<file path="src/hdl/bdq_pkg.sv">
// ============================================================================
// bdq_pkg
// Shared types, constants and helpers for the bounded deque engine.
// ============================================================================
package bdq_pkg;

    localparam int DEPTH  = 16;
    localparam int ADDR_W = $clog2(DEPTH);
    localparam int OCC_W  = $clog2(DEPTH + 1);
    localparam int SUM_W  = OCC_W + 1;
    localparam int WORD_W = 32;

    typedef enum logic [1:0] {
        MODE_PUSH_FRONT = 2'd0,
        MODE_PUSH_REAR  = 2'd1,
        MODE_POP_FRONT  = 2'd2,
        MODE_POP_REAR   = 2'd3
    } mode_t;

    typedef enum logic [1:0] {
        STATUS_DONE  = 2'd0,
        STATUS_FULL  = 2'd1,
        STATUS_EMPTY = 2'd2
    } status_t;

    typedef enum logic {
        ST_IDLE = 1'b0,
        ST_READ = 1'b1
    } state_t;

    typedef struct packed {
        logic [ADDR_W-1:0] slot;
        logic              wr;
        logic              rd;
        status_t           status;
        logic [OCC_W-1:0]  occ_after;
    } op_t;

    // Folds a position below twice the depth back into the slot range.
    function automatic logic [ADDR_W-1:0] wrap_slot(input logic [SUM_W-1:0] pos);
        logic [SUM_W-1:0] folded;
        begin
            folded = pos;
            if (pos >= SUM_W'(DEPTH))
            begin
                folded = pos - SUM_W'(DEPTH);
            end
            wrap_slot = folded[ADDR_W-1:0];
        end
    endfunction

endpackage

</file>
<file path="src/hdl/bdq_ram.sv">
// ============================================================================
// bdq_ram
// Generic single-write, single-read memory with a registered read port.
// ============================================================================
module bdq_ram #(
    parameter int WIDTH = 32,
    parameter int DEPTH = 16
) (
    input  logic                     clk,
    input  logic                     we,
    input  logic [$clog2(DEPTH)-1:0] waddr,
    input  logic [WIDTH-1:0]         wdata,
    input  logic                     re,
    input  logic [$clog2(DEPTH)-1:0] raddr,
    output logic [WIDTH-1:0]         rdata
);

    logic [WIDTH-1:0] mem [DEPTH];
    logic [WIDTH-1:0] rdata_reg;

    always_ff @(posedge clk)
    begin
        if (we)
        begin
            mem[waddr] <= wdata;
        end
        if (re)
        begin
            rdata_reg <= mem[raddr];
        end
    end

    assign rdata = rdata_reg;

endmodule

</file>
<file path="src/hdl/bdq_ptr.sv">
// ============================================================================
// bdq_ptr
// Front pointer and occupancy count; decodes each operation into a slot
// address, memory commands, a status code and the occupancy after the step.
// ============================================================================
module bdq_ptr (
    input  logic                     clk,
    input  logic                     rst_n,
    input  logic                     step,
    input  logic [1:0]               mode,
    output bdq_pkg::op_t             op
);

    logic [bdq_pkg::ADDR_W-1:0] front_reg;
    logic [bdq_pkg::ADDR_W-1:0] front_next;
    logic [bdq_pkg::OCC_W-1:0]  occ_reg;
    logic [bdq_pkg::OCC_W-1:0]  occ_next;
    logic [bdq_pkg::SUM_W-1:0]  rear_pos;
    logic [bdq_pkg::ADDR_W-1:0] front_dec;
    logic [bdq_pkg::ADDR_W-1:0] front_inc;
    logic                       is_full;
    logic                       is_empty;

    assign is_full  = (occ_reg == bdq_pkg::OCC_W'(bdq_pkg::DEPTH));
    assign is_empty = (occ_reg == '0);
    assign rear_pos = bdq_pkg::SUM_W'(front_reg) + bdq_pkg::SUM_W'(occ_reg);

    assign front_dec = (front_reg == '0) ?
                       bdq_pkg::ADDR_W'(bdq_pkg::DEPTH - 1) : front_reg - 1'b1;
    assign front_inc = (front_reg == bdq_pkg::ADDR_W'(bdq_pkg::DEPTH - 1)) ?
                       '0 : front_reg + 1'b1;

    always_comb
    begin
        op.slot      = front_reg;
        op.wr        = 1'b0;
        op.rd        = 1'b0;
        op.status    = bdq_pkg::STATUS_DONE;
        op.occ_after = occ_reg;
        front_next   = front_reg;
        case (bdq_pkg::mode_t'(mode))
            bdq_pkg::MODE_PUSH_FRONT:
            begin
                if (is_full)
                begin
                    op.status = bdq_pkg::STATUS_FULL;
                end
                else
                begin
                    op.slot      = front_dec;
                    op.wr        = 1'b1;
                    op.occ_after = occ_reg + 1'b1;
                    front_next   = front_dec;
                end
            end
            bdq_pkg::MODE_PUSH_REAR:
            begin
                if (is_full)
                begin
                    op.status = bdq_pkg::STATUS_FULL;
                end
                else
                begin
                    op.slot      = bdq_pkg::wrap_slot(rear_pos);
                    op.wr        = 1'b1;
                    op.occ_after = occ_reg + 1'b1;
                end
            end
            bdq_pkg::MODE_POP_FRONT:
            begin
                if (is_empty)
                begin
                    op.status = bdq_pkg::STATUS_EMPTY;
                end
                else
                begin
                    op.slot      = front_reg;
                    op.rd        = 1'b1;
                    op.occ_after = occ_reg - 1'b1;
                    front_next   = front_inc;
                end
            end
            bdq_pkg::MODE_POP_REAR:
            begin
                if (is_empty)
                begin
                    op.status = bdq_pkg::STATUS_EMPTY;
                end
                else
                begin
                    op.slot      = bdq_pkg::wrap_slot(rear_pos - 1'b1);
                    op.rd        = 1'b1;
                    op.occ_after = occ_reg - 1'b1;
                end
            end
            default:
            begin
                op.status = bdq_pkg::STATUS_DONE;
            end
        endcase
    end

    assign occ_next = step ? op.occ_after : occ_reg;

    always_ff @(posedge clk or negedge rst_n)
    begin
        if (!rst_n)
        begin
            front_reg <= '0;
            occ_reg   <= '0;
        end
        else
        begin
            occ_reg <= occ_next;
            if (step)
            begin
                front_reg <= front_next;
            end
        end
    end

endmodule

</file>
<file path="src/hdl/bounded_deque_engine.sv">
// ============================================================================
// bounded_deque_engine
// Bounded double-ended queue of signed 32-bit words held in a circular store.
// ============================================================================
// Each transfer on the item channel (item_valid high, item_stall low) carries
// a mode and a value: push front, push rear, pop front or pop rear. Every
// item produces exactly one transfer on the result channel with the popped
// word, a status code and the number of words held after the operation.
// A push to a full deque returns the full status and changes nothing; a pop
// from an empty deque returns zero with the empty status.
// For pushes and refused operations the result is registered at the
// accepting edge; a successful pop first reads the slot memory through
// its registered read port and loads the word in the read state, during
// which item_stall is high.
// The result register holds its contents while result_stall is high, and a
// new item is taken only in a cycle in which that register is free or is
// being drained, so the result register parts the two channels.
// Reset empties the deque and the result register; slot contents are not
// cleared, since only slots written by a push are ever read back.
// ============================================================================
module bounded_deque_engine (
    input  logic                              clk,
    input  logic                              rst_n,
    input  logic                              item_valid,
    output logic                              item_stall,
    input  logic [1:0]                        mode,
    input  logic signed [bdq_pkg::WORD_W-1:0] value,
    output logic                              result_valid,
    input  logic                              result_stall,
    output logic signed [bdq_pkg::WORD_W-1:0] popped,
    output logic [1:0]                        status,
    output logic [bdq_pkg::OCC_W-1:0]         occupancy_out
);

    bdq_pkg::state_t               state_reg;
    bdq_pkg::state_t               state_next;
    bdq_pkg::op_t                  op;
    logic                          item_xfer;
    logic                          out_free;
    logic                          ram_we;
    logic                          ram_re;
    logic                          load_direct;
    logic                          load_read;
    logic [bdq_pkg::WORD_W-1:0]    ram_rdata;
    logic                          valid_reg;
    logic                          valid_next;
    logic [bdq_pkg::WORD_W-1:0]    popped_reg;
    bdq_pkg::status_t              status_reg;
    logic [bdq_pkg::OCC_W-1:0]     occ_out_reg;

    assign out_free  = !valid_reg || !result_stall;
    assign item_xfer = item_valid && !item_stall;

    bdq_ptr u_ptr (
        .clk   (clk),
        .rst_n (rst_n),
        .step  (item_xfer),
        .mode  (mode),
        .op    (op)
    );

    bdq_ram #(
        .WIDTH (bdq_pkg::WORD_W),
        .DEPTH (bdq_pkg::DEPTH)
    ) u_ram (
        .clk   (clk),
        .we    (ram_we),
        .waddr (op.slot),
        .wdata (value),
        .re    (ram_re),
        .raddr (op.slot),
        .rdata (ram_rdata)
    );

    always_comb
    begin
        state_next = state_reg;
        case (state_reg)
            bdq_pkg::ST_IDLE:
            begin
                if (item_xfer && op.rd)
                begin
                    state_next = bdq_pkg::ST_READ;
                end
            end
            bdq_pkg::ST_READ:
            begin
                if (out_free)
                begin
                    state_next = bdq_pkg::ST_IDLE;
                end
            end
            default:
            begin
                state_next = bdq_pkg::ST_IDLE;
            end
        endcase
    end

    always_comb
    begin
        item_stall  = 1'b1;
        ram_we      = 1'b0;
        ram_re      = 1'b0;
        load_direct = 1'b0;
        load_read   = 1'b0;
        case (state_reg)
            bdq_pkg::ST_IDLE:
            begin
                item_stall  = !out_free;
                ram_we      = item_xfer && op.wr;
                ram_re      = item_xfer && op.rd;
                load_direct = item_xfer;
            end
            bdq_pkg::ST_READ:
            begin
                load_read = out_free;
            end
            default:
            begin
                item_stall = 1'b1;
            end
        endcase
    end

    always_comb
    begin
        valid_next = valid_reg;
        if (load_read)
        begin
            valid_next = 1'b1;
        end
        else if (load_direct)
        begin
            valid_next = !op.rd;
        end
        else if (valid_reg && !result_stall)
        begin
            valid_next = 1'b0;
        end
    end

    always_ff @(posedge clk or negedge rst_n)
    begin
        if (!rst_n)
        begin
            state_reg <= bdq_pkg::ST_IDLE;
            valid_reg <= 1'b0;
        end
        else
        begin
            state_reg <= state_next;
            valid_reg <= valid_next;
        end
    end

    always_ff @(posedge clk)
    begin
        if (load_direct)
        begin
            popped_reg  <= '0;
            status_reg  <= op.status;
            occ_out_reg <= op.occ_after;
        end
        else if (load_read)
        begin
            popped_reg <= ram_rdata;
        end
    end

    assign result_valid  = valid_reg;
    assign popped        = popped_reg;
    assign status        = status_reg;
    assign occupancy_out = occ_out_reg;

endmodule

</file>
<file path="config.mk">
export PLATFORM = sky130hd
export DESIGN_NAME = bounded_deque_engine
export DESIGN_NICKNAME = d
export VERILOG_FILES = /design/src/hdl/bdq_pkg.sv /design/src/hdl/bdq_ram.sv /design/src/hdl/bdq_ptr.sv /design/src/hdl/bounded_deque_engine.sv
export SDC_FILE = /design/constraint.sdc
export NUM_CORES = 1
export LEC_CHECK = 0
export BUFFER_PORTS_ARGS = -buffer_cell sky130_fd_sc_hd__buf_2
export CAP_MARGIN = 15
export CORE_ASPECT_RATIO = 2
export CORE_MARGIN = 8
export CORE_UTILIZATION = 56
export CTS_CLUSTER_SIZE = 40
export DETAILED_ROUTE_END_ITERATION = 7
export GPL_TIMING_DRIVEN = 0
export PLACE_DENSITY = 0.72
export REMOVE_ABC_BUFFERS = 1
export SYNTH_ARGS = -nofsm -noshare
export SYNTH_HDL_FRONTEND = slang
export SYNTH_SLANG_ARGS = --single-unit
</file>
<file path="constraint.sdc">
create_clock -name clk -period 4.65 [get_ports clk]
set_input_delay 0.2325 -clock clk [delete_from_list [all_inputs] [get_ports clk]]
set_output_delay 0.2325 -clock clk [all_outputs]
set_load 0.02 [all_outputs]
</file>
==> impl_results.md <==
- Status: completed
- Vias in the first global route: 14210
- Area contributors post-synth: edfxtp_1, nand2_1, a211oi_1
- DR pass1 iterations: 5
- Post-DP HPWL: 32130 µm
- Initial antenna violation count: 4
- Syn_area_per_cell: 14.71 µm²
- Top cell type by total area after synthesis: edfxtp_1
- Grt met3 use: 0.03426
- Final Setup Violations: 0
- Area of the mapped netlist: 23640 µm²
- Post-synth top area share: 0.6999
- Via density: 6.281
- Crit-path max FO: 29
- Seq/Total Area, Yosys: 0.7386
- IO Pins: 79
- Initial core utilization: 0.5659
- Row Count: 106
- WP data arrival: 4840 ps
- CP bufs+invs: 4
- R2r setup slk: 80 ps
- Fill cell count: 2856
- Final Hold Fails: 0
- CP endpoint kind: flip-flop
- Worst-margin pin slew: 923.7 ps
- Total track usage: 0.2231
- Fin crit period: 4568 ps
- GR Util met2: 0.3973
- P_leak: 9.346 nW
- Max_cap viols: 0
- Kind of critical path: reg -> reg
- Worst Setup Start Kind: flip-flop
- Port bufs: 78
- Top delay family on crit path: simple AND/OR/NAND/NOR gates
- CP Cell Sequence: inv_1 -> ha_1 -> and4bb_1 -> nor2_1 -> a21oi_1 -> o22ai_4 -> buf_12 -> buf_12 -> nand4_1 -> nor2_4 -> buf_16
- Die Span X: 161.3 µm
- Setup TNS Final: 0 ps
- Max FFs per register: 512
- WP data required: 4920 ps
- Vias: 14390
- Setup Skew: 23.41 ps
- Placed Area: 25300 µm²
- CTS tree: done
- Slowest stage delay, CP: 560 ps
- Final ANT Viol Nets: 0
- Peak Freq: 218.9 MHz
- Seq cells post-synth: 594
- Final period util: 0.9824
- Worst-path clk slew: 70 ps
- Drt drc: 0
- Die area: 49440 µm²
- H-tree level count: 2
- Layout cell share with drive strength beyond 1: 0.1670
- Asr flop ratio synth: 0.01852
- DRT iter0 DRCs: 1554
- Slowest CP cell: dfrtp_1
- Number of synthesized flops with an enable pin: 551
- Crit-path most repeated cell: buf_12
- Cell area after layout: 27340 µm²
- Root Buffer: clkbuf_16
- Final slew viol count: 0
- Skew-Pair Late Insertion Delay: 580 ps
- Post-Place Cells: 2157
- HP Class: in -> reg
- Pwr per Cell Area: 682.3 nW/µm²
- CORE AREA: 41780 µm²
- Post-layout net count: 1758
- First-pass GRT wire length: 83430 µm
- Pre-CTS setup slack: -771.2 ps
- CTS max path bufs: 3
- Yosys warnings: 0
- Final core utilization: 0.6544
- Syn Inst Count: 1607
- Total CTS buffers: 48
- Commonest cells after routing, fill and taps aside: edfxtp_1, nand2_1, a211oi_1
- Slew headroom: 0.3820
- VDD IR max: 0.6254 mV
- Finished Layout Cells: 2291
- Commonest non-fill, non-tap cell in the layout: edfxtp_1
- Detailed Route WL: 57210 µm
- Synth cell types: 51
- Total gr overflow: 0
- Global Route met1 Usage: 0.2543
- Clock Sinks: 594
- Area Growth Syn to Fin: 15.64%
- Final Worst Setup Slack: 81.69 ps
- GR peak layer: met2
- Largest net degree at the start of global routing: 82
- Die Ht: 306.6 µm
- Routability cong.: 0.8105
- WL/cell: 24.97 µm
- Top FF cell, synth: edfxtp_1
-- report_power, final --
part | internal [mW] | switching [mW] | total [mW] | leakage (nW)
registers | 6.55 | 0.263 | 6.81 | 5.36
logic | 3.17 | 4.68 | 7.85 | 3.24
clock network | 2.22 | 1.78 | 4.00 | 0.742
total | 11.9 | 6.72 | 18.7 | 9.35
-- final cells by class --
cell class / instances / area (µm²) / area share
tap: 540 / 675.6 / 0.02472
antenna: 3 / 7.507 / 0.0002746
timing repair buffer: 159 / 1757 / 0.06426
multi-input combinational: 896 / 5863 / 0.2145
inverter: 11 / 41.29 / 0.001510
sequential: 594 / 17460 / 0.6388
clock buffer: 62 / 1275 / 0.04664
clock inverter: 26 / 255.2 / 0.009337
-- cells by family after synthesis --
group | synth area share
AOI/OAI and AO/OA | 0.09310
xor gates and xnor gates | 0.003334
adders and majority gates | 0.005610
buffers and inverters | 0.02228
DFF | 0.7386
muxes | 0.04509
and+or+nand+nor | 0.09193
-- final timing paths --
kind | startpoint | to | cells after the start
worst min register to register | popped[30]$_SDFFE_PP0P_ | popped[30]$_SDFFE_PP0P_ | 2
max in group asynchronous | rst_n | u_ptr.front_reg[0]$_DFFE_PN0P_ | 2
worst min-delay path | value[25] | u_ram.mem[13][25]$_DFFE_PP_ | 1
worst max-delay path | u_ptr.occ_reg[0]$_DFFE_PN0P_ | u_ram.mem[5][3]$_DFFE_PP_ | 11
worst max register to register | u_ptr.occ_reg[0]$_DFFE_PN0P_ | u_ram.mem[5][3]$_DFFE_PP_ | 11
min in group asynchronous | rst_n | u_ptr.front_reg[3]$_DFFE_PN0P_ | 2
-- metal layers --
layer,routed length (µm),part of all wire
met5,10,0.00017
met1,20110,0.35
met4,2716,0.047
met2,30220,0.53
met3,4153,0.073
-- metrics by stage --
stage,hold slack [ps],total power [mW]
2_1_floorplan,-63.09,10.78
3_3_place_gp,139.4,12.13
3_5_place_dp,142.0,14.50
4_1_cts,0.5941,18.56
5_1_grt,10.10,19.49
6_report,16.26,18.65
-- what timing repair did --
item | in CTS | in global routing
pin swaps | 15 | 3
hold buffers | 4 | 0
endpoints found under the hold margin | 13 | 0
cloned | 1 | 1
resized for setup | 2 | 1
buffers inserted | 28 | 9
endpoints found under the setup margin | 401 | 290
-- synthesized netlist by cell type (4+ instances only) --
library cell    n
o21ai_0        10
a211oi_1       96
inv_1          11
mux2_2         36
buf_6           7
mux2i_1        66
or3_1           6
nor2_1         35
dfxtp_1        32
a221o_1        32
a31oi_1        67
a21oi_1        46
buf_2          22
and2_1         65
and2_0         36
edfxtp_1      551
ha_1            9
nand2_1       279
buf_1           6
xnor2_1         5
clkbuf_1       73
and3_1         32
dfrtp_1        11
xor2_1          4
o32ai_1        34
(Power assumes the default switching activity.)
